$ cat config.mk
export PLATFORM = sky130hd
export DESIGN_NAME = wmd_front
export DESIGN_NICKNAME = d
export VERILOG_FILES = /design/src/rtl/wmd_pkg.sv /design/src/rtl/wmd_front.sv
export SDC_FILE = /design/constraint.sdc
export NUM_CORES = 2
export LEC_CHECK = 0
export BUFFER_PORTS_ARGS = -buffer_cell sky130_fd_sc_hd__buf_2
export CAP_MARGIN = 20
export CORE_MARGIN = 4
export CORE_UTILIZATION = 50
export CTS_CLUSTER_SIZE = 30
export DETAILED_ROUTE_END_ITERATION = 8
export GPL_ROUTABILITY_DRIVEN = 0
export PLACE_DENSITY = 0.65
export SYNTH_ARGS = -nofsm -noshare
export SYNTH_HDL_FRONTEND = slang
export SYNTH_SLANG_ARGS = --single-unit
$ cat constraint.sdc
create_clock -name clk_i -period 19.21 [get_ports clk_i]
set_input_delay 3.842 -clock clk_i [delete_from_list [all_inputs] [get_ports clk_i]]
set_output_delay 3.842 -clock clk_i [all_outputs]
set_load 0.05 [all_outputs]
$ cat src/rtl/wmd_pkg.sv
// Shared constants for the window mean and deviation block.
// No dependencies; the front end, back end, top level and checker refer to this package by scoped names.
package wmd_pkg;

  // Field widths of the sample and result requests
  localparam int SAMPLE_W = 16;
  localparam int FRAC_W   = 8;
  localparam int MEAN_W   = 24;
  localparam int JITTER_W = 23;
  localparam int HELD_W   = 7;

  // 65536 * population variance of 16-bit samples stays below 2^46
  localparam int VAR_W  = 46;
  localparam int ROOT_W = VAR_W / 2;

  // Default window length
  localparam int DEFAULT_WINDOW = 100;

  // Depth of the queue between front and back end
  localparam int QUEUE_DEPTH = 2;

endpackage

$ cat src/rtl/wmd_front.sv
// Front end: takes samples, keeps the sample ring, count, sum and sum of squares.
// Depends on wmd_pkg; pushes (count, sum, sum of squares) to the queue.
module wmd_front #(
  parameter int WINDOW = wmd_pkg::DEFAULT_WINDOW,
  parameter int CW     = $clog2(WINDOW + 1),
  parameter int SW     = wmd_pkg::SAMPLE_W + CW,
  parameter int QSW    = 2 * wmd_pkg::SAMPLE_W + CW
) (
  input  logic                        clk_i,
  input  logic                        rst_ni,
  input  logic                        in_valid_i,
  output logic                        in_stall_o,
  input  logic [wmd_pkg::SAMPLE_W-1:0] sample_ms_i,
  output logic                        push_valid_o,
  input  logic                        push_stall_i,
  output logic [CW-1:0]               held_o,
  output logic [SW-1:0]               sum_o,
  output logic [QSW-1:0]              sqsum_o
);

  localparam int AW = (WINDOW > 1) ? $clog2(WINDOW) : 1;
  localparam int XW = wmd_pkg::SAMPLE_W;

  typedef enum logic [4:0] {
    F_IDLE  = 5'b00001,
    F_SQNEW = 5'b00010,
    F_ADD   = 5'b00100,
    F_SUB   = 5'b01000,
    F_PUSH  = 5'b10000
  } front_state_e;

  front_state_e state_q, state_d;

  logic [XW-1:0]   ring [WINDOW];
  logic [XW-1:0]   x_q, old_q;
  logic [2*XW-1:0] prod_q;
  logic [AW-1:0]   slot_q;
  logic [CW-1:0]   held_q;
  logic [SW-1:0]   sum_q;
  logic [QSW-1:0]  sqsum_q;
  logic            evict_q;
  logic            accept;

  assign accept = in_valid_i && (state_q == F_IDLE);

  // Sequencer
  always_comb begin
    state_d = state_q;
    case (state_q)
      F_IDLE:  if (in_valid_i) state_d = F_SQNEW;
      F_SQNEW: state_d = F_ADD;
      F_ADD:   state_d = F_SUB;
      F_SUB:   state_d = F_PUSH;
      F_PUSH:  if (!push_stall_i) state_d = F_IDLE;
      default: state_d = F_IDLE;
    endcase
  end

  // Control state and running totals
  always_ff @(posedge clk_i or negedge rst_ni) begin
    if (!rst_ni) begin
      state_q <= F_IDLE;
      slot_q  <= '0;
      held_q  <= '0;
      sum_q   <= '0;
      sqsum_q <= '0;
      evict_q <= 1'b0;
    end else begin
      state_q <= state_d;
      case (state_q)
        F_IDLE: begin
          if (accept) begin
            evict_q <= (held_q == CW'(WINDOW));
            if (held_q != CW'(WINDOW)) begin
              held_q <= held_q + 1'b1;
            end
            slot_q <= (slot_q == AW'(WINDOW - 1)) ? '0 : slot_q + 1'b1;
          end
        end
        F_ADD: begin
          sum_q   <= sum_q + SW'(x_q);
          sqsum_q <= sqsum_q + QSW'(prod_q);
        end
        F_SUB: begin
          if (evict_q) begin
            sum_q   <= sum_q - SW'(old_q);
            sqsum_q <= sqsum_q - QSW'(prod_q);
          end
        end
        default: ;
      endcase
    end
  end

  // Sample ring: read the oldest entry and overwrite it in one access
  always_ff @(posedge clk_i) begin
    if (accept) begin
      ring[slot_q] <= sample_ms_i;
      old_q        <= ring[slot_q];
      x_q          <= sample_ms_i;
    end
  end

  // Shared squarer: new sample first, then the evicted one
  always_ff @(posedge clk_i) begin
    if (state_q == F_SQNEW) begin
      prod_q <= x_q * x_q;
    end else if (state_q == F_ADD) begin
      prod_q <= old_q * old_q;
    end
  end

  assign in_stall_o   = (state_q != F_IDLE);
  assign push_valid_o = (state_q == F_PUSH);
  assign held_o       = held_q;
  assign sum_o        = sum_q;
  assign sqsum_o      = sqsum_q;

endmodule

==> results.md <==
- Critical Path Fanout Max: 18
- Worst Path Arrival: 7.98 ns
- Portion of synthesized cell area occupied by the leading cell type: 61.0%
- Unrepaired setup endpoints after global routing: no
- Pin count of the biggest net entering global routing: 102
- CTS resizes: 0
- Clk root buf: clkbuf_16
- Clock Sink Count: 1745
- Area growth syn-to-layout: 11.4%
- Most used flip-flop cell after synthesis: edfxtp_1
- Synth area leader: edfxtp_1
- Capturing point of the worst reg2reg path: prod_q[29]
- Post-route clock skew: 0.0424 ns
- Net count after synthesis: 6383
- Final slew viol count: 0
- Die Footprint: 0.170 sq mm
- Part of the cycle the worst path needs: 38.7%
- Cell types with the largest area share after synthesis: edfxtp_1 61%, fa_1 8.0%, a22oi_1 4.5%
- Kind of end point of the critical path: register
- Number of standard cells after synthesis: 5772
- Instance count along the most critical hold path: 1
- Outcome: finished, final reports clean
- Slew @ Worst Pin: 1.19 ns
- Async set-or-reset flop fraction in the synthesized netlist: 4.70%
- Die width: 413 um
- Count of non-filler cells in the finished layout: 8237
- Total Routing Usage GR: 26.9%
- Hold violation total from the final report: 0
- Core area: 0.163 sq mm
- Clock transition at the registers of the reported paths: 0.06 ns
- Clock Latency Late Sink: 0.85 ns
- Number of enable-type register cells in the synthesized netlist: 1663
- Total of buffers placed on input and output ports: 90
- Global-route wire length before repair: 338000 um
- Required @ worst endpoint: 19.77 ns
- Min-delay worst type: register to register
- WL/cell: 27.8 um
- Initial antenna violation count: 8
- Yosys warning count: 0
- Sum of routed wire length over all layers: 229000 um
- Area of the mapped netlist: 0.0819 sq mm
- Portion of the post-synthesis area used by sequential elements: 63.5%
- Via density per instance: 6.23
- Cell with the most instances after synthesis: edfxtp_1
- Top Ports: 91
- DRC marker count from the first detailed-route iteration: 6069
- Synth top cells by count: 1663 x edfxtp_1, 527 x inv_1, 495 x a22oi_1
- Placed wire-length estimate: 141000 um
- Start-to-end type of the worst setup path: register to register
- DR DRC count: 0
- Highest achievable clock rate: 135 MHz
- Reg2Reg Setup Slack: 11.78 ns
- TritonCTS clock tree: done
- Dpl cells: 7899
- Total number of vias: 51300
- Post-synthesis sequential element count: 1745
- Max transition margin: 20.4%
- Hold WS: 0.469 ns
- Worst setup SP type: register
- First drt pass iteration count: 6
- Hold endpoint: sqsum_o[38]
- Number of buffers added by the clock tree synthesis step: 179
- Number of hold buffers added after cts: 0
- Core occupancy in the finished layout: 56.0%
- Count of different cell masters after synthesis: 78
- Proportion of layout cells with a drive suffix above 1: 9.54%
- TNS Setup: 0 ns
- Initial Utilization: 50.3%
- Number of antenna-violating nets in the routed design: 0
- R2R Path Start: old_q[9]
- Count of cells along the worst register-to-register path: 24
- Period minus WS final: 7.43 ns
- Core Rows: 148
- Number of post-CTS setup repair buffers: 0
- Final setup violation count: 0
- MaxCap Viol Count: 0
- Via count of the first global-routing pass: 50700
- GR Overflow Total: 0
- Launch instance of the worst min-delay path: sqsum_o[38]
- Htree depth: 4
- Nets@finish: 6519
- Maximum buffer depth of the clock tree: 3
- Die height: 413 um
- Mean area per synthesized cell: 14.2 sq um
## flip-flops by register name, summed over array words and instances, names as in the netlist
signal	flops
held_o	7
sum_o	23
ring	1600
sqsum_o	39
old_q	16
prod_q	31
state_q	5
evict_q	1
slot_q	7
x_q	16
## placed cells by master, fill, tap and decap left out, drive strengths merged, types with 14 or more instances in the layout
cell and instances:
clkbuf 216, a31oi 130, nand2b 22, or3 14
o21ai 141, and2 76, or4 17, mux4 17
dfrtp 81, nor3 40, nor2b 14, a221oi 141
buf 270, a21o 56, a41oi 30, nand2 316
fa 326, a21oi 168, a22o 140, a22oi 495
a211oi 18, ha 265, xor2 74, inv 538
clkinv 91, o21bai 17, nor4 24, nor2 267
a2111oi 14, edfxtp 1663, nand3 42, o31ai 31
xnor2 91, nand4 71
## routing by layer
layer  wire, um  up-vias  global-route usage [%]
met2     110000     2554                    44.0
met5         34        -                       0
li1           -    22200                       -
met4       8860        6                    9.92
met3      19700      399                    4.37
met1      90300    26200                    36.5
## per-stage QoR
step           worst slack [ns]  cell area, sq um
2_1_floorplan             12.33             81900
3_3_place_gp              11.97             85400
3_5_place_dp              11.85             85400
4_1_cts                   11.84             91100
5_1_grt                   11.41             91200
6_report                  11.78             91200
## area by class of cell
type	instances	area, sq um
well taps	2175	2720
multi-input cells	3183	26800
flip-flops and latches	1745	52000
inverters	529	1990
fillers	12900	71600
clock inverters	115	968
diodes	4	10.0
repair buffers	270	2040
clock buffers	216	4680
## critical path: stages (launching register included)
cell	delay, ns
edfxtp_1	0.67
nand2_1	0.23
inv_1	0.08
fa_1	0.53
inv_1	0.06
fa_1	0.53
inv_1	0.05
fa_1	0.49
inv_1	0.05
fa_1	0.53
inv_1	0.05
fa_1	0.47
inv_1	0.05
fa_1	0.47
inv_1	0.04
ha_1	0.38
nand4_1	0.24
nor4_1	0.34
nor2_1	0.11
a211oi_1	0.48
o221ai_1	0.36
o311ai_0	0.41
a21oi_1	0.14
xnor2_1	0.13
mux2_2	0.26
## how the worst max path moves through the flow
stage                       end  slack (ns)       start
floorplan           ring[14][0]       12.33  in_valid_i
global placement     prod_q[29]       11.97    old_q[2]
detailed placement   prod_q[29]       11.85    old_q[2]
CTS                  prod_q[29]       11.84    old_q[3]
global route         prod_q[29]       11.41    old_q[2]
finish               prod_q[29]       11.78    old_q[9]
## cell families (layout without fill, tap and decap cells)
group | Yosys count | count (layout) | share of synthesized area [%]
DFF | 1745 | 1745 | 63.5
AOI/OAI and AO/OA | 1462 | 1462 | 12.9
and+or+nand+nor | 937 | 937 | 5.36
buffers and inverters | 844 | 1130 | 3.87
adders and majority gates | 591 | 591 | 12.0
xor gates and xnor gates | 165 | 165 | 1.77
muxes | 28 | 28 | 0.608
other | 0 | 4 | 0
Power is not shown: default switching activity piles up to over one toggle a cycle in this logic, so the estimate is an artifact.
