[src/rtl/wmd_pkg.sv]
// Shared constants for the window mean and deviation block.
// No dependencies; the front end, back end, top level and checker refer to this package by scoped names.
package wmd_pkg;

  // Field widths of the sample and result requests
  localparam int SAMPLE_W = 16;
  localparam int FRAC_W   = 8;
  localparam int MEAN_W   = 24;
  localparam int JITTER_W = 23;
  localparam int HELD_W   = 7;

  // 65536 * population variance of 16-bit samples stays below 2^46
  localparam int VAR_W  = 46;
  localparam int ROOT_W = VAR_W / 2;

  // Default window length
  localparam int DEFAULT_WINDOW = 100;

  // Depth of the queue between front and back end
  localparam int QUEUE_DEPTH = 2;

endpackage

[src/rtl/wmd_div.sv]
// Restoring divider, one quotient bit per clock.
// Depends on nothing; the caller guarantees the quotient fits in QW bits.
module wmd_div #(
  parameter int DVW = 32,
  parameter int DSW = 8,
  parameter int QW  = 24
) (
  input  logic           clk_i,
  input  logic           rst_ni,
  input  logic           start_i,
  input  logic [DVW-1:0] dividend_i,
  input  logic [DSW-1:0] divisor_i,
  output logic           busy_o,
  output logic [QW-1:0]  quotient_o
);

  localparam int CTW = $clog2(QW + 1);

  logic [DSW-1:0] rem_q, dsr_q;
  logic [QW-1:0]  sh_q;
  logic [CTW-1:0] cnt_q;
  logic           busy_q;
  logic [DSW:0]   trial;
  logic           fits;

  // Bring down the next dividend bit and try the subtraction
  assign trial = {rem_q, sh_q[QW-1]};
  assign fits  = (trial >= {1'b0, dsr_q});

  // Iteration control
  always_ff @(posedge clk_i or negedge rst_ni) begin
    if (!rst_ni) begin
      busy_q <= 1'b0;
      cnt_q  <= '0;
    end else if (start_i) begin
      busy_q <= 1'b1;
      cnt_q  <= CTW'(QW);
    end else if (busy_q) begin
      cnt_q <= cnt_q - 1'b1;
      if (cnt_q == CTW'(1)) begin
        busy_q <= 1'b0;
      end
    end
  end

  // Datapath: high part of the dividend seeds the partial remainder
  always_ff @(posedge clk_i) begin
    if (start_i) begin
      rem_q <= DSW'(dividend_i >> QW);
      sh_q  <= dividend_i[QW-1:0];
      dsr_q <= divisor_i;
    end else if (busy_q) begin
      rem_q <= fits ? DSW'(trial - {1'b0, dsr_q}) : trial[DSW-1:0];
      sh_q  <= {sh_q[QW-2:0], fits};
    end
  end

  assign busy_o     = busy_q;
  assign quotient_o = sh_q;

endmodule

[src/rtl/wmd_sqrt.sv]
// Digit-by-digit integer square root, one root bit per clock.
// Depends on nothing; VW must be even.
module wmd_sqrt #(
  parameter int VW = 46
) (
  input  logic              clk_i,
  input  logic              rst_ni,
  input  logic              start_i,
  input  logic [VW-1:0]     radicand_i,
  output logic              busy_o,
  output logic [VW/2-1:0]   root_o
);

  localparam int RW  = VW / 2;
  localparam int CTW = $clog2(RW + 1);

  logic [VW-1:0]   rad_q;
  logic [RW+1:0]   rem_q;
  logic [RW-1:0]   root_q;
  logic [CTW-1:0]  cnt_q;
  logic            busy_q;
  logic [RW+3:0]   rem_sh;
  logic [RW+3:0]   trial;
  logic            fits;

  // Next two radicand bits against 4*root + 1
  assign rem_sh = {rem_q, rad_q[VW-1:VW-2]};
  assign trial  = {2'b00, root_q, 2'b01};
  assign fits   = (rem_sh >= trial);

  // Iteration control
  always_ff @(posedge clk_i or negedge rst_ni) begin
    if (!rst_ni) begin
      busy_q <= 1'b0;
      cnt_q  <= '0;
    end else if (start_i) begin
      busy_q <= 1'b1;
      cnt_q  <= CTW'(RW);
    end else if (busy_q) begin
      cnt_q <= cnt_q - 1'b1;
      if (cnt_q == CTW'(1)) begin
        busy_q <= 1'b0;
      end
    end
  end

  // Datapath
  always_ff @(posedge clk_i) begin
    if (start_i) begin
      rad_q  <= radicand_i;
      rem_q  <= '0;
      root_q <= '0;
    end else if (busy_q) begin
      rad_q  <= {rad_q[VW-3:0], 2'b00};
      rem_q  <= fits ? (RW+2)'(rem_sh - trial) : rem_sh[RW+1:0];
      root_q <= {root_q[RW-2:0], fits};
    end
  end

  assign busy_o = busy_q;
  assign root_o = root_q;

endmodule

[src/rtl/wmd_back.sv]
// Back end: turns (count, sum, sum of squares) into mean and jitter.
// Depends on wmd_pkg, wmd_div and wmd_sqrt; holds the result in an output register.
module wmd_back #(
  parameter int WINDOW = wmd_pkg::DEFAULT_WINDOW,
  parameter int CW     = $clog2(WINDOW + 1),
  parameter int SW     = wmd_pkg::SAMPLE_W + CW,
  parameter int QSW    = 2 * wmd_pkg::SAMPLE_W + CW
) (
  input  logic                          clk_i,
  input  logic                          rst_ni,
  input  logic                          pop_valid_i,
  output logic                          pop_stall_o,
  input  logic [CW-1:0]                 held_i,
  input  logic [SW-1:0]                 sum_i,
  input  logic [QSW-1:0]                sqsum_i,
  output logic                          out_valid_o,
  input  logic                          out_stall_i,
  output logic [wmd_pkg::MEAN_W-1:0]    mean_q8_o,
  output logic [wmd_pkg::JITTER_W-1:0]  jitter_q8_o,
  output logic [wmd_pkg::HELD_W-1:0]    samples_held_o
);

  localparam int DW   = 2 * SW;
  localparam int CNTW = (CW > 1) ? $clog2(CW) : 1;
  localparam int FW   = wmd_pkg::FRAC_W;
  localparam int HW   = wmd_pkg::HELD_W;

  typedef enum logic [5:0] {
    B_IDLE = 6'b000001,
    B_MUL  = 6'b000010,
    B_SUB  = 6'b000100,
    B_DIV  = 6'b001000,
    B_ROOT = 6'b010000,
    B_DONE = 6'b100000
  } back_state_e;

  back_state_e state_q, state_d;

  logic [CW-1:0]   n_q, nsh_q;
  logic [SW-1:0]   s_q;
  logic [QSW-1:0]  q_q;
  logic [CNTW-1:0] cnt_q;
  logic [DW-1:0]   acc_q, ss_q;
  logic [2*CW-1:0] nn_q;
  logic [DW-1:0]   dev;
  logic            pop, out_load;
  logic            mdiv_busy, vdiv_busy, sqrt_busy;
  logic [wmd_pkg::MEAN_W-1:0] mean_quo;
  logic [wmd_pkg::VAR_W-1:0]  var_quo;
  logic [wmd_pkg::ROOT_W-1:0] root;
  logic [CW+HW-1:0] n_ext;
  logic            out_valid_q;
  logic [wmd_pkg::MEAN_W-1:0]   mean_q;
  logic [wmd_pkg::JITTER_W-1:0] jitter_q;
  logic [HW-1:0]                held_q;

  assign pop      = pop_valid_i && (state_q == B_IDLE);
  assign out_load = (state_q == B_DONE) && (!out_valid_q || !out_stall_i);
  assign dev      = acc_q - ss_q;
  assign n_ext    = (CW + HW)'(n_q);

  // Sequencer
  always_comb begin
    state_d = state_q;
    case (state_q)
      B_IDLE: if (pop_valid_i) state_d = B_MUL;
      B_MUL:  if (cnt_q == '0) state_d = B_SUB;
      B_SUB:  state_d = B_DIV;
      B_DIV:  if (!vdiv_busy) state_d = B_ROOT;
      B_ROOT: if (!sqrt_busy && !mdiv_busy) state_d = B_DONE;
      B_DONE: if (out_load) state_d = B_IDLE;
      default: state_d = B_IDLE;
    endcase
  end

  // Control state and output valid
  always_ff @(posedge clk_i or negedge rst_ni) begin
    if (!rst_ni) begin
      state_q     <= B_IDLE;
      out_valid_q <= 1'b0;
    end else begin
      state_q <= state_d;
      if (out_load) begin
        out_valid_q <= 1'b1;
      end else if (!out_stall_i) begin
        out_valid_q <= 1'b0;
      end
    end
  end

  // Operands, n*Q by shift-and-add over the bits of n, S*S and n*n
  always_ff @(posedge clk_i) begin
    if (pop) begin
      n_q   <= held_i;
      nsh_q <= held_i;
      s_q   <= sum_i;
      q_q   <= sqsum_i;
      acc_q <= '0;
      cnt_q <= CNTW'(CW - 1);
    end else if (state_q == B_MUL) begin
      acc_q <= {acc_q[DW-2:0], 1'b0} + (nsh_q[CW-1] ? DW'(q_q) : '0);
      nsh_q <= nsh_q << 1;
      cnt_q <= cnt_q - 1'b1;
      ss_q  <= s_q * s_q;
      nn_q  <= n_q * n_q;
    end
  end

  // Output register
  always_ff @(posedge clk_i) begin
    if (out_load) begin
      mean_q   <= mean_quo;
      jitter_q <= root;
      held_q   <= n_ext[HW-1:0];
    end
  end

  // Mean: 256*S / n
  wmd_div #(
    .DVW(SW + FW),
    .DSW(CW),
    .QW (wmd_pkg::MEAN_W)
  ) u_mean_div (
    .clk_i     (clk_i),
    .rst_ni    (rst_ni),
    .start_i   (pop),
    .dividend_i({sum_i, FW'(0)}),
    .divisor_i (held_i),
    .busy_o    (mdiv_busy),
    .quotient_o(mean_quo)
  );

  // Scaled variance: 65536*(n*Q - S*S) / (n*n)
  wmd_div #(
    .DVW(DW + 2 * FW),
    .DSW(2 * CW),
    .QW (wmd_pkg::VAR_W)
  ) u_var_div (
    .clk_i     (clk_i),
    .rst_ni    (rst_ni),
    .start_i   (state_q == B_SUB),
    .dividend_i({dev, (2 * FW)'(0)}),
    .divisor_i (nn_q),
    .busy_o    (vdiv_busy),
    .quotient_o(var_quo)
  );

  // Jitter: floor square root of the scaled variance
  wmd_sqrt #(
    .VW(wmd_pkg::VAR_W)
  ) u_sqrt (
    .clk_i     (clk_i),
    .rst_ni    (rst_ni),
    .start_i   ((state_q == B_DIV) && !vdiv_busy),
    .radicand_i(var_quo),
    .busy_o    (sqrt_busy),
    .root_o    (root)
  );

  assign pop_stall_o    = (state_q != B_IDLE);
  assign out_valid_o    = out_valid_q;
  assign mean_q8_o      = mean_q;
  assign jitter_q8_o    = jitter_q;
  assign samples_held_o = held_q;

endmodule

[config.mk]
export PLATFORM = sky130hd
export DESIGN_NAME = wmd_back
export DESIGN_NICKNAME = d
export VERILOG_FILES = /design/src/rtl/wmd_pkg.sv /design/src/rtl/wmd_div.sv /design/src/rtl/wmd_sqrt.sv /design/src/rtl/wmd_back.sv
export SDC_FILE = /design/constraint.sdc
export NUM_CORES = 2
export LEC_CHECK = 0
export BUFFER_PORTS_ARGS = -buffer_cell sky130_fd_sc_hd__buf_2
export CORE_AREA = 2 2 236 332
export DETAILED_ROUTE_END_ITERATION = 6
export DIE_AREA = 0 0 238 334
export PLACE_DENSITY = 0.74
export SYNTH_ARGS = -nofsm -noshare
export SYNTH_HDL_FRONTEND = slang
export SYNTH_SLANG_ARGS = --single-unit
[constraint.sdc]
create_clock -name clk_i -period 9.3 [get_ports clk_i]
set_input_delay 1.395 -clock clk_i [delete_from_list [all_inputs] [get_ports clk_i]]
set_output_delay 1.395 -clock clk_i [all_outputs]
set_load 0.01 [all_outputs]
==> results.toml <==
[die]
rows = 121
ios = 129
fp.dieArea_um2 = 79500
core_um2 = 76900
die_w_um = 238
die_h_um = 334
start_util_pct = 51.4

[routing]
drt_iter0_drc = 1519
drt_first_pass_iters = 6
drc = 0
ant_nets = 0
vias_per_cell = 5.40
routedWlPerCell_um = 17.3
drt_wl_total_um = 89200
vias = 27800

[timing]
grt_setup_unrepaired = "no"
finalHoldViolations = 0
whs_ns = 0.418
setup_viol = 0
worst_clock_skew_ns = 0.0439
worst_pin_slew_ns = 1.13
timing.final.crit_share_pct = 85.6
fin_tns_setup_ns = 0
setup_slack_ns = 1.34
period_needed_ns = 7.96
max_freq_ghz = 0.126
maxSlewHeadroom_pct = 24.5
maxSlewViolCount = 0

[logic_synthesis]
syn-num-nets = 4880
postSynthRegisterBits = 457
synthAdderAreaFrac_pct = 30.7
synthDistinctLibCells = 72
syn_area_um2 = 39500
ys_seq_area_share_pct = 31.4
synth_top_family_by_area = "adder cells"
ys_async_sr_fraction_pct = 5.69
synthCells = 4078
synthXorXnorAreaFrac_pct = 4.15
synth_compound_area_share_pct = 10.7
synth-edff-count = 312
synth-simple-area-share_pct = 13.3
postSynthAreaPerCell_um2 = 9.69
yosys_warnings = 0
synth_ff_type = "edfxtp_1"
synth.area.mux_share_pct = 1.90

[clock_network]
htree_levels = 2
clock_path_buffers = 3
clk_pin_slew_ns = 0.07
cts_sinks = 457
tritoncts = "done"
cts_buffers = 46
cts_root_buf = "clkbuf_16"
clock_latency_ns = 0.62
postCtsSetupBuffers = 0
cts_resized = 0
cts-hold-fix-buffers = 0

[grt]
grt_max_degree = 92
overflow = 0
antenna_found_initial = 2
grtUsageTotal_pct = 22.8
grt_pass1_wl_um = 145000
grt_pass1_vias = 28800

[placed_design]
preCtsSetupSlack_ns = 1.46
dp_hpwl_um = 70600
place.gp.congestion = 0.917
port_buffers = 128

[cells_and_area]
final_util_pct = 55.4
syn_to_final_growth_pct = 7.85
num-fill-cells = 6839
seqCellArea_um2 = 12400
nets = 4928
diodes = 0
drive_gt1_share_pct = 6.56
multi_input_area_um2 = 24000

[setup_path]
critical_path_class = "register to register"
arrival_ns = 8.44
end_kind = "register"
crit_fanout = 18
start_kind = "register"
required_ns = 9.78

[hold_path]
min_path_type = "register to register"

[flow_run]
cap_viol_max_count = 0

[run_status]
status = "finished, final reports clean"
## routing by layer
metal  share of wire [%]  global-route usage [%]  wire length [um]  vias to the layer above
met5                   0                       0                 0                        -
met4                 4.3                    9.61              3850                        0
met3                 3.6                    2.52              3180                      212
met2                  53                    42.4             46900                      595
met1                  40                    26.4             35300                    13500
li1                    -                       -                 -                    13500
## synth_stat cells, drive strengths merged, types with 7 or more instances
library cell | number | share of area, %
a2111oi | 7 | 0.16
mux2i | 66 | 1.7
clkbuf | 139 | 1.3
buf | 19 | 0.19
and2 | 165 | 2.6
ha | 327 | 10
nor3b | 8 | 0.15
o211ai | 8 | 0.15
dfrtp | 25 | 1.6
nand2b | 27 | 0.43
nor4 | 10 | 0.16
fa | 402 | 20
or2 | 12 | 0.19
a21oi | 189 | 2.4
o21a | 15 | 0.29
nor3 | 33 | 0.42
a211oi | 30 | 0.58
nand4 | 24 | 0.38
o21bai | 26 | 0.49
dfxtp | 119 | 6.0
xor2 | 67 | 1.5
o21ai | 196 | 2.5
inv | 667 | 6.3
nand2 | 461 | 4.4
edfxtp | 312 | 24
a31oi | 34 | 0.54
nand3b | 11 | 0.21
xnor2 | 120 | 2.7
a21o | 102 | 1.9
mux2 | 8 | 0.23
nor2 | 212 | 2.0
nand3 | 80 | 1.0
o31ai | 10 | 0.19
o22ai | 7 | 0.11
nor2b | 34 | 0.54
or3 | 14 | 0.22
and3 | 23 | 0.36
## final timing paths
kind | from | endpoint | slack, ns | depth (start not counted)
min in group asynchronous | rst_ni | u_mean_div.busy_o | 0.83 | 1
setup reg to reg | s_q[15] | ss_q[40] | 1.34 | 24
max in group asynchronous | rst_ni | u_var_div.busy_o | 7.94 | 1
hold / removal | nn_q[0] | u_var_div.dsr_q[0] | 0.42 | 0
hold reg to reg | nn_q[0] | u_var_div.dsr_q[0] | 0.42 | 0
setup / recovery | s_q[15] | ss_q[40] | 1.34 | 24
## sequential cells by signal, summed over array words and instances (netlist names), 3 cells and up
name                   cells
u_var_div.quotient_o      46
ss_q                      43
mean_q8_o                 24
u_mean_div.quotient_o     24
nn_q                      13
u_var_div.rem_q           14
acc_q                     44
u_mean_div.rem_q           7
u_sqrt.rad_q              46
state_q                    6
u_sqrt.root_o             23
u_var_div.dsr_q           13
u_sqrt.cnt_q               5
u_sqrt.rem_q              25
u_mean_div.cnt_q           5
u_mean_div.dsr_q           7
samples_held_o             7
jitter_q8_o               23
nsh_q                      7
u_var_div.cnt_q            6
s_q                       23
q_q                       39
cnt_q                      3
## layout make-up
cell class	instances	share of cell area, %
timing repair buffer	158	2.03
tap	984	2.89
inverter	668	5.89
multi-input combinational	2795	56.4
clock buffer	63	2.97
sequential	457	29.1
clock inverter	22	0.693
## kinds of logic after synthesis
family,count (synthesis)
multiplexers,74
AO/OA/AOI/OAI,682
XOR/XNOR,187
adder cells (fa/ha/maj),729
AND/OR/NAND/NOR,1123
flip-flops,457
buffers and inverters,826
## per-stage QoR
stage / area, um2 / std cells
finish: 42600 / 5147
global route: 42600 / 5147
CTS: 42600 / 5147
detailed placement: 41000 / 5062
global placement: 41000 / 5062
floorplan: 39500 / 4078
## placed cells by master (no fill, tap or decap), types with 8 or more instances in the layout
cell and n:
a211oi_1 29, a21o_1 102, a21oi_1 187, a31oi_1 34, and2_1 165, and3_1 23
buf_2 128, buf_4 30, clkbuf_1 12, clkbuf_16 46, dfrtp_1 23, dfxtp_1 119
edfxtp_1 312, fa_1 402, ha_1 327, inv_1 665, mux2_2 8, mux2i_1 66
nand2_1 460, nand2b_1 25, nand3_1 80, nand3b_1 11, nand4_1 24, nor2_1 210
nor2b_1 34, nor3_1 33, nor4_1 10, o211ai_1 8, o21a_1 15, o21ai_0 195
o21bai_1 26, o31ai_1 10, or2_2 12, or3_1 14, xnor2_1 120, xor2_1 67
## critical path, stage by stage (launching register included)
cell       delay, ns
edfxtp_1        0.87
inv_1           0.38
nor2_1          0.27
inv_1           0.08
fa_1            0.49
inv_1           0.05
fa_1            0.49
fa_1            0.45
fa_1            0.43
fa_1            0.42
fa_1            0.53
inv_1           0.06
fa_1            0.47
inv_1           0.04
ha_1            0.39
a21o_1          0.20
a21o_1          0.17
a21o_1          0.19
a2111oi_0       0.45
nor3_1          0.13
a2111oi_0       0.36
nor2_1          0.13
a41oi_1         0.32
mux2_2          0.37
nand3_1         0.07
Power is left out: the tool's default activity adds up to more than one toggle a clock period on the data nets, which glitch-free logic cannot reach.
