<file path="src/rtl/wmd_queue.sv">
// Small FIFO that decouples the front end from the back end.
// Depends on nothing; valid/stall on both sides.
module wmd_queue #(
  parameter int EW    = 64,
  parameter int DEPTH = 2
) (
  input  logic          clk_i,
  input  logic          rst_ni,
  input  logic          push_valid_i,
  output logic          push_stall_o,
  input  logic [EW-1:0] push_data_i,
  output logic          pop_valid_o,
  input  logic          pop_stall_i,
  output logic [EW-1:0] pop_data_o
);

  localparam int PW = (DEPTH > 1) ? $clog2(DEPTH) : 1;
  localparam int NW = $clog2(DEPTH + 1);

  logic [EW-1:0] mem [DEPTH];
  logic [PW-1:0] wr_q, rd_q;
  logic [NW-1:0] fill_q;
  logic          do_push, do_pop;

  assign push_stall_o = (fill_q == NW'(DEPTH));
  assign pop_valid_o  = (fill_q != '0);
  assign do_push      = push_valid_i && !push_stall_o;
  assign do_pop       = pop_valid_o && !pop_stall_i;

  // Pointers and fill level
  always_ff @(posedge clk_i or negedge rst_ni) begin
    if (!rst_ni) begin
      wr_q   <= '0;
      rd_q   <= '0;
      fill_q <= '0;
    end else begin
      if (do_push) begin
        wr_q <= (wr_q == PW'(DEPTH - 1)) ? '0 : wr_q + 1'b1;
      end
      if (do_pop) begin
        rd_q <= (rd_q == PW'(DEPTH - 1)) ? '0 : rd_q + 1'b1;
      end
      if (do_push && !do_pop) begin
        fill_q <= fill_q + 1'b1;
      end else if (do_pop && !do_push) begin
        fill_q <= fill_q - 1'b1;
      end
    end
  end

  // Storage
  always_ff @(posedge clk_i) begin
    if (do_push) begin
      mem[wr_q] <= push_data_i;
    end
  end

  assign pop_data_o = mem[rd_q];

endmodule

</file>
<file path="config.mk">
export PLATFORM = sky130hd
export DESIGN_NAME = wmd_queue
export DESIGN_NICKNAME = d
export VERILOG_FILES = /design/src/rtl/wmd_queue.sv
export SDC_FILE = /design/constraint.sdc
export NUM_CORES = 1
export LEC_CHECK = 0
export BUFFER_PORTS_ARGS = -buffer_cell sky130_fd_sc_hd__buf_2
export CORE_UTILIZATION = 55
export CTS_CLUSTER_SIZE = 10
export DETAILED_ROUTE_END_ITERATION = 7
export GPL_ROUTABILITY_DRIVEN = 0
export PLACE_DENSITY_LB_ADDON = 0.25
export SYNTH_ARGS = -nofsm -noshare
export SYNTH_HDL_FRONTEND = slang
export SYNTH_SLANG_ARGS = --single-unit
</file>
<file path="constraint.sdc">
create_clock -name clk_i -period 5.8 [get_ports clk_i]
set_clock_uncertainty 0.05 [all_clocks]
set_input_delay 1.16 -clock clk_i [delete_from_list [all_inputs] [get_ports clk_i]]
set_output_delay 1.16 -clock clk_i [all_outputs]
set_load 0.03 [all_outputs]
</file>
==> reports/metrics.csv, run 1 <==
stage,metric,value,unit
run_status,status,"complete, but fails checks",
run_status,violations,design-rule violations,
logic_synthesis,syn_area_per_cell,23.1,um^2
min_path,hold_path_class,in -> async,
clocking,clock_path_buffers,2,
sta,setup_viol,0,
placement,io_buffers,133,
die,fp.dieW,97.6,um
job,drv_cap,0,
placement,place_area,5780,um^2
placement,hpwlAfterDp,4840,um
clocking,cts_resized,0,
finish,final_common_cell,buf_2,
power_and_ir_drop,power.density,598,nW/um^2
clocking,clkTransAtPathRegs,0.06,ns
logic_synthesis,synthCells,218,
die,die_height,97.6,um
sta,hold_viol_final,0,
die,start_util,57.1,%
setup_path,critPathMaxFanout,65,
logic_synthesis,ys.warnings.count,0,
clocking,cts_sinks,132,
power_and_ir_drop,irDropWorstVdd,0.428,mV
route,m1WireLength,3290,um
clocking,root_buffer,clkbuf_8,
route,drc_errors,16,
die,ios,134,
finish,final_cell_mix,"buf_2 (133), edfxtp_1 (128), mux2_4 (50)",
route,antenna_left,0,
power_and_ir_drop,p_leak,2.60,nW
setup_path,worst_ep_arrival_time,2.29,ns
sta,clock.fmax,286,MHz
global_routing,grt_max_degree,66,
finish,final-seq-area,3950,um^2
sta,finalCriticalPeriod,3.50,ns
clocking,cts-buffers-inserted,17,
placement,placedCellCount,454,
logic_synthesis,syn-cell-area,5030,um^2
global_routing,grt_pass1_wl,12400,um
finish,stdcell_count,485,
global_routing,first_global_vias,2497,
logic_synthesis,ys_seq_elements,132,
global_routing,grt_usage,17.6,%
sta,worst_pin_slew,1.13,ns
sta,finalSetupTns,0,ns
setup_path,crit_type,reg -> out,
finish,diodes,0,
clocking,ctsHoldBuffers,0,
global_routing,grt_overflow_total,0,
setup_path,critPathLaunchType,flip-flop,
finish,syn_to_final_growth,27.9,%
die,die-area,9530,um^2
logic_synthesis,yosysSeqAreaShare,78.4,%
sta,drv_slew,0,
global_routing,antenna_found_initial,0,
finish,post-route-util,73.0,%
route,wl_met2,3950,um
logic_synthesis,synth_cell_types,16,
setup_path,crit_required,4.59,ns
route,drt_pass1_iterations,7,
finish,nNetsFinal,434,
sta,max-slew-margin-rel,24.7,%
route,top_layer_used,met4,
finish,n_fill_cell,560,
route,wl,7820,um
route,viasPerCell,5.04,
sta,rsz0062_at_grt,no,
finish,multi_input_area,1010,um^2
route,vias,2446,
die,core-area,8810,um^2
finish,layout-drive-gt1-share,61.5,%
clocking,cts_tree,done,
die,rows,34,
clocking,htree_levels,4,
finish,stdcell_area,6430,um^2
clocking,clock_latency,0.50,ns
route,wire_per_inst,16.1,um
clocking,post_cts_buffers,0,
sta,finalCritPeriodShare,60.4,%
route,drt_iter0_drc,112,
logic_synthesis,syn_nets,287,
setup_path,worst_setup_path_end_kind,output pin,
route,dr_wl_met3,452,um
-- stage by stage --
stage / worst slack, ns / total power [mW] / hold WS, ns
after floorplan: 1.34 / 2.44 / 0.406
after global placement: 2.71 / 2.70 / 0.426
after detailed placement: 2.66 / 2.72 / 0.427
after CTS: 2.24 / 3.88 / 0.384
after global routing: 2.18 / 4.00 / 0.381
final: 2.30 / 3.84 / 0.406
-- logic make-up (layout without fill, tap and decap cells) --
logic type | count (synthesis) | count (layout) | synth area share (%)
xor gates and xnor gates | 5 | 5 | 0.871
adders and majority gates | 1 | 1 | 0.249
buffers and inverters | 9 | 168 | 1.59
DFF | 132 | 132 | 78.4
muxes | 64 | 64 | 18.1
and+or+nand+nor | 7 | 7 | 0.772
-- final timing paths --
| check | cells after the start | endpoint | start | slack, ns |
|---|---|---|---|---|
| setup / recovery | 2 | pop_data_o[48] | rd_q$_DFFE_PN0P_ | 2.30 |
| hold / removal | 1 | fill_q[0]$_DFFE_PN0P_ | rst_ni | 0.41 |
| setup reg to reg | 4 | mem[0][11]$_DFFE_PP_ | fill_q[0]$_DFFE_PN0P_ | 3.36 |
| hold reg to reg | 1 | fill_q[1]$_DFFE_PN0P_ | fill_q[1]$_DFFE_PN0P_ | 0.43 |
| max in group asynchronous | 1 | rd_q$_DFFE_PN0P_ | rst_ni | 5.15 |
| min in group clk_i | 1 | fill_q[1]$_DFFE_PN0P_ | fill_q[1]$_DFFE_PN0P_ | 0.43 |
-- cell usage after synthesis --
library cell / number / area share (%)
nor2_1: 2 / 0.15
nand2_1: 1 / 0.075
ha_1: 1 / 0.25
xnor2_1: 3 / 0.52
nand2b_1: 1 / 0.12
edfxtp_1: 128 / 76
and3_1: 1 / 0.12
mux2_2: 14 / 3.1
inv_1: 2 / 0.15
or2_2: 1 / 0.12
mux2_4: 50 / 15
dfrtp_1: 4 / 2.0
xor2_1: 2 / 0.35
nand2b_2: 1 / 0.17
buf_2: 1 / 0.099
buf_6: 6 / 1.3
-- worst max-delay path, stage by stage (launching register included) --
cell and delay, ns:
dfrtp_4 1.16, mux2_2 0.42, buf_2 0.17
-- power by group --
part | switching (mW) | internal (mW)
clock network | 0.372 | 0.783
logic | 0.703 | 0.507
registers | 0.169 | 1.31
total | 1.24 | 2.60
-- per-layer routing --
layer | track usage, % | up-vias
li1 | - | 1153
met1 | 21.4 | 1193
met2 | 28.6 | 87
met3 | 6.55 | 13
met4 | 7.34 | 0
met5 | 0 | -
-- flip-flops by register name, indices dropped and copies added, names as in the netlist --
name,cells
fill_q,2
wr_q,1
rd_q,1
mem,128
-- final cells by class --
type                            count  share of cell area, %
Tap cell                          108                   2.10
Clock inverter                     13                   3.58
Inverter                            2                  0.117
Sequential cell                   132                   61.4
Clock buffer                       18                   6.50
Timing Repair Buffer              135                   10.6
Multi-Input combinational cell     77                   15.7
(Power assumes the default switching activity.)
==> inputs of run 2 (changes only) <==
--- a/config.mk
+++ b/config.mk
@@ -6,7 +6,7 @@
 export NUM_CORES = 1
 export LEC_CHECK = 0
 export BUFFER_PORTS_ARGS = -buffer_cell sky130_fd_sc_hd__buf_2
-export CORE_UTILIZATION = 55
+export CORE_UTILIZATION = 47
 export CTS_CLUSTER_SIZE = 10
 export DETAILED_ROUTE_END_ITERATION = 7
 export GPL_ROUTABILITY_DRIVEN = 0
==> constraint.sdc (replaced) <==
create_clock -name clk_i -period 3.15 [get_ports clk_i]
set_clock_uncertainty 0.05 [all_clocks]
set_input_delay 0.63 -clock clk_i [delete_from_list [all_inputs] [get_ports clk_i]]
set_output_delay 0.63 -clock clk_i [all_outputs]
set_load 0.03 [all_outputs]
==> run 2 against run 1 <==
The flow now finishes without violations. Sequential share of layout area rose by 0.19 points. Count of clock-buffer cells in the layout did not move. Design area decreased by 0.31%. Power rose by 76%. Cell count grew 6.6%. Sequential power grew 72%. Core utilization fell by 11 points. Global-route usage shrank 2.5 points. Worst hold slack got worse by 0.15 ns. First-iteration DRC count down 15%. Via count is 0.61% higher. Combinational power rose by 100%.
==> reports/metrics.csv, run 2 (synthesis results as in run 1) <==
stage,metric,value,unit
run_status,status,finished clean,
die,ios,134,
clocking,htree_levels,4,
die,fp.dieW,105,um
sta,clock.fmax,373,MHz
sta,max-slew-margin-rel,63.2,%
power_and_ir_drop,p_leak,2.58,nW
die,die-area,11100,um^2
die,rows,37,
clocking,cts_tree,done,
global_routing,use_met1,17.4,%
sta,rsz0062_at_grt,no,
finish,post-route-util,61.8,%
setup_path,critPathMaxFanout,18,
global_routing,grt_max_degree,45,
global_routing,first_global_vias,2483,
die,start_util,48.5,%
route,vias,2461,
route,antenna_left,0,
setup_path,crit_slowest_cell,dfrtp_4,
setup_path,worstPathCellList,buf_4 > mux2_2 > buf_2,
setup_path,crit_type,reg -> out,
route,drt_pass1_iterations,3,
sta,hold_viol_final,0,
route,viasPerCell,4.76,
global_routing,grt_pass1_wl,12100,um
route,wl,7990,um
finish,diodes,0,
sta,whs,0.254,ns
finish,stdcell_count,517,
global_routing,grt_usage,15.1,%
setup_path,cp_top_family,flip-flops,
finish,nNetsFinal,438,
sta,setup_viol,0,
sta,finalCriticalPeriod,2.68,ns
global_routing,busiest_layer,met2,
global_routing,antenna_found_initial,0,
power_and_ir_drop,power.density,1050,nW/um^2
finish,final_common_cell,buf_2,
finish,final_cell_mix,"buf_2 (133), edfxtp_1 (128), mux2_4 (50)",
setup_path,worst_ep_arrival_time,2.00,ns
clocking,clock_latency,0.51,ns
route,drt_iter0_drc,95,
min_path,hold_path_class,in -> reg,
finish,syn_to_final_growth,27.5,%
sta,finalCritPeriodShare,85.2,%
clocking,root_buffer,clkbuf_8,
route,drc_errors,0,
setup_path,critPathMaxStageDelay,0.56,ns
placement,hpwlAfterDp,5070,um
job,drv_cap,0,
global_routing,grtUsageMet2,25.0,%
sta,worst_pin_slew,0.551,ns
placement,placedCellCount,485,
clocking,clock_path_buffers,2,
clocking,post_cts_buffers,0,
finish,n_fill_cell,788,
finish,layout-drive-gt1-share,61.2,%
power_and_ir_drop,irDropWorstVdd,0.738,mV
clocking,clkTransAtPathRegs,0.06,ns
sta,finalSetupTns,0,ns
setup_path,critPathLaunchType,flip-flop,
die,die_height,105,um
setup_path,worst_setup_path_end_kind,output pin,
clocking,cts-buffers-inserted,17,
finish,reg.largest.list,"mem (128), fill_q (2)",
finish,largest_reg_flops,128,
placement,io_buffers,133,
finish,largest-register,mem,
setup_path,path_buf_inv,2,
setup_path,crit_required,2.47,ns
sta,drv_slew,0,
global_routing,grt_overflow_total,0,
die,core-area,10400,um^2
route,wire_per_inst,15.5,um
clocking,cts_sinks,132,
global_routing,grtUsageMet3,4.82,%
-- run 2: power breakdown --
group / internal (mW) / switching [mW] / total, mW / leakage (nW)
Sequential: 2.41 / 0.141 / 2.55 / 1.23
Clock: 1.10 / 0.667 / 1.77 / 0.256
Combinational: 0.956 / 1.47 / 2.43 / 1.08
Total: 4.47 / 2.28 / 6.74 / 2.58
-- run 2: what timing repair did --
| item | 4_1_cts | 5_1_grt |
|---|---|---|
| hold buffers | 1 | 0 |
| resized for setup | 0 | 0 |
| endpoints found under the hold margin | 4 | 0 |
-- run 2: worst paths after layout --
path / start / to / slack (ns) / cells after the start
min in group asynchronous: rst_ni / fill_q[1]$_DFFE_PN0P_ / 0.41 / 2
worst max-delay path: rd_q$_DFFE_PN0P_ / pop_data_o[36] / 0.47 / 3
max in group asynchronous: rst_ni / rd_q$_DFFE_PN0P_ / 2.49 / 2
worst max register to register: fill_q[0]$_DFFE_PN0P_ / mem[1][51]$_DFFE_PP_ / 1.30 / 3
worst min register to register: fill_q[1]$_DFFE_PN0P_ / fill_q[1]$_DFFE_PN0P_ / 0.47 / 1
worst min-delay path: push_data_i[28] / mem[1][28]$_DFFE_PP_ / 0.25 / 1
-- run 2: per-stage QoR --
stage / setup slack (ns) / total power [mW] / cell area [um^2]
2_1_floorplan: 0.289 / 4.49 / 5030
3_3_place_gp: 0.999 / 5.03 / 5870
3_5_place_dp: 0.977 / 5.06 / 5870
4_1_cts: 0.422 / 6.83 / 6410
5_1_grt: 0.384 / 7.03 / 6410
6_report: 0.468 / 6.74 / 6410
-- run 2: per-layer routing --
layer  up-vias  share of wire, %
li1       1162                 -
met1      1212                42
met2        75                51
met3        12               5.2
met4         0               2.3
met5         -                 0
-- run 2: cell type report --
cell class | instances | area (um^2) | share of cell area (%)
Clock buffer | 18 | 418 | 6.52
Clock inverter | 13 | 118 | 1.83
Inverter | 2 | 7.51 | 0.117
Multi-Input combinational cell | 77 | 1010 | 15.8
Sequential cell | 132 | 3950 | 61.6
Tap cell | 136 | 170 | 2.65
Timing Repair Buffer | 139 | 738 | 11.5
==> inputs of run 3 (changes only) <==
--- a/config.mk
+++ b/config.mk
@@ -5,6 +5,7 @@
 export SDC_FILE = /design/constraint.sdc
 export NUM_CORES = 1
 export LEC_CHECK = 0
+export ABC_AREA = 1
 export BUFFER_PORTS_ARGS = -buffer_cell sky130_fd_sc_hd__buf_2
 export CORE_UTILIZATION = 47
 export CTS_CLUSTER_SIZE = 10
==> run 3 against run 2 <==
Cell count increased by 27%. Design area decreased by 2.3%. Count of clock-buffer cells in the layout decreased by 1. Wire length increased by 13%. Sequential power decreased by 2%. Maximum frequency increased by 3.8%. Highest routed layer unchanged.
==> reports/metrics.csv, run 3 <==
stage,metric,value,unit
route,wl,9030,um
finish,post-route-util,63.2,%
logic_synthesis,yosysSeqAreaShare,80.8,%
finish,nNetsFinal,580,
power_and_ir_drop,p_leak,2.73,nW
die,die_height,104,um
sta,hold_viol_final,0,
setup_path,crit_type,reg -> out,
sta,drv_slew,0,
die,die-area,10800,um^2
power_and_ir_drop,power.density,1070,nW/um^2
clocking,cts_sinks,132,
logic_synthesis,synth-simple-area-share,16.2,%
sta,finalCritPeriodShare,82.0,%
placement,io_buffers,133,
run_status,status,finished clean,
finish,largest_reg_flops,128,
setup_path,critPathLaunchType,flip-flop,
clocking,clkTransAtPathRegs,0.06,ns
logic_synthesis,ys_top_cells_by_count,"nand2_1 (203), edfxtp_1 (128), buf_4 (8), inv_1 (8), buf_2 (6)",
logic_synthesis,ys.warnings.count,0,
logic_synthesis,synth_top_area_cell,edfxtp_1,
power_and_ir_drop,p_int,4.06,mW
placement,hpwlAfterDp,5660,um
sta,clock.fmax,387,MHz
sta,max-slew-margin-rel,54.1,%
finish,largest-register,mem,
logic_synthesis,synth_cell_types,13,
placement,place_area,5720,um^2
sta,finalCriticalPeriod,2.58,ns
clocking,root_buffer,clkbuf_8,
setup_path,worst_setup_path_end_kind,output pin,
finish,final_cell_mix,"nand2_1 (203), buf_2 (133), edfxtp_1 (128)",
placement,placedCellCount,624,
finish,layout-drive-gt1-share,32.6,%
logic_synthesis,synth_edf_count,128,
finish,final_common_cell,nand2_1,
power_and_ir_drop,p_sw,2.66,mW
die,core-area,9910,um^2
logic_synthesis,synth.area.mux_share,0,%
logic_synthesis,synth_flop_cell,edfxtp_1,
route,wire_per_inst,13.7,um
sta,finalSetupTns,0,ns
global_routing,first_global_vias,3018,
route,viasPerCell,4.61,
placement,pre_cts_ws,1.02,ns
finish,multi_input_area,823,um^2
finish,stdcell_count,658,
logic_synthesis,synth-xor-area-share,0.179,%
die,ios,134,
clocking,cts_resized,0,
clocking,clock_path_buffers,2,
logic_synthesis,postSynth.asyncResetShare,3.03,%
job,drv_cap,0,
route,drt_pass1_iterations,4,
logic_synthesis,synth_most_common_cell,nand2_1,
finish,reg.largest.list,"mem (128), fill_q (2)",
logic_synthesis,syn_nets,436,
global_routing,grt_usage,18.2,%
clocking,post_cts_buffers,0,
global_routing,grt_pass1_wl,14800,um
power_and_ir_drop,clockPowerShare,25.7,%
route,drt_iter0_drc,179,
logic_synthesis,netlist.area_leader.share,78.7,%
logic_synthesis,syn_area_per_cell,13.3,um^2
sta,setup_viol,0,
power_and_ir_drop,power_frac_comb,37.3,%
global_routing,grt_max_degree,66,
setup_path,crit_required,2.47,ns
logic_synthesis,ys_seq_elements,132,
finish,syn_to_final_growth,28.3,%
power_and_ir_drop,p_total,6.72,mW
die,rows,36,
power_and_ir_drop,power_frac_seq,37.0,%
finish,stdcell_area,6270,um^2
route,vias,3033,
clocking,cts_tree,done,
logic_synthesis,synth_top_family_by_area,simple AND/OR/NAND/NOR gates,
setup_path,worst_ep_arrival_time,1.90,ns
clocking,ctsHoldBuffers,1,
logic_synthesis,synth_fa_ha_area_share,0.256,%
logic_synthesis,ys_top_cells_by_area,"edfxtp_1 (79%), nand2_1 (16%), dfrtp_1 (2.0%), buf_4 (1.2%), buf_2 (0.61%)",
power_and_ir_drop,irDropWorstVdd,0.598,mV
sta,whs,0.243,ns
logic_synthesis,syn-cell-area,4880,um^2
finish,n_fill_cell,805,
power_and_ir_drop,swShare,39.6,%
setup_path,critPathMaxFanout,65,
sta,worst_pin_slew,0.689,ns
sta,setup_slack,0.566,ns
route,antenna_left,0,
die,fp.dieW,104,um
die,start_util,49.3,%
global_routing,antenna_found_initial,1,
finish,final-seq-area,3950,um^2
global_routing,grt_overflow_total,0,
clocking,clock_latency,0.51,ns
clocking,cts-buffers-inserted,17,
min_path,hold_path_class,in -> reg,
clocking,htree_levels,4,
route,drc_errors,0,
logic_synthesis,synthCells,367,
logic_synthesis,synth_compound_area_share,0.102,%
sta,rsz0062_at_grt,no,
-- run 3: cell families after synthesis --
logic type,after synthesis
and+or+nand+nor,209
xor gates and xnor gates,1
DFF,132
adders and majority gates,1
buffers and inverters,23
AOI/OAI and AO/OA,1
-- run 3: power groups by stage --
stage | clock network, mW | logic [mW] | registers, mW
3_5_place_dp | 0 | 2.54 | 2.52
5_1_grt | 1.83 | 2.73 | 2.52
4_1_cts | 1.76 | 2.54 | 2.49
2_1_floorplan | 0 | 1.79 | 2.52
3_3_place_gp | 0 | 2.51 | 2.51
6_report | 1.73 | 2.50 | 2.49
-- run 3: final cells by class --
class	instances	area share (%)
Sequential cell	132	63.0
Tap cell	133	2.66
Multi-Input combinational cell	212	13.1
Timing Repair Buffer	139	12.2
Clock buffer	17	6.61
Antenna cell	1	0.0399
Clock inverter	15	1.88
Inverter	9	0.539
-- run 3: path summary, 6_finish.rpt --
check                                      startpoint               endpoint  slack [ns]  depth (start not counted)
max in group asynchronous                      rst_ni       rd_q$_DFFE_PN0P_        2.53                          2
worst max-delay path                 rd_q$_DFFE_PN0P_         pop_data_o[29]        0.57                          4
worst max register to register  fill_q[1]$_DFFE_PN0P_   mem[0][47]$_DFFE_PP_        1.26                          6
worst min register to register       wr_q$_DFFE_PN0N_       wr_q$_DFFE_PN0N_        0.44                          2
worst min-delay path                  push_data_i[51]   mem[0][51]$_DFFE_PP_        0.24                          1
min in group asynchronous                      rst_ni  fill_q[1]$_DFFE_PN0P_        0.39                          2
-- run 3: metal layers --
metal  up-vias  share of wire, %  routed length, um  track usage [%]
met1      1384                44               3960             22.6
met5         -                 0                  0                0
met4         0               1.3                121             7.65
li1       1521                 -                  -                -
met2       116                47               4220             28.3
met3        12               8.1                734             7.52
-- run 3: critical path, stage by stage (launching register included) --
cell and delay (ns):
dfrtp_2 0.36, buf_4 0.53, nand2_1 0.11, nand2_1 0.12
buf_2 0.21
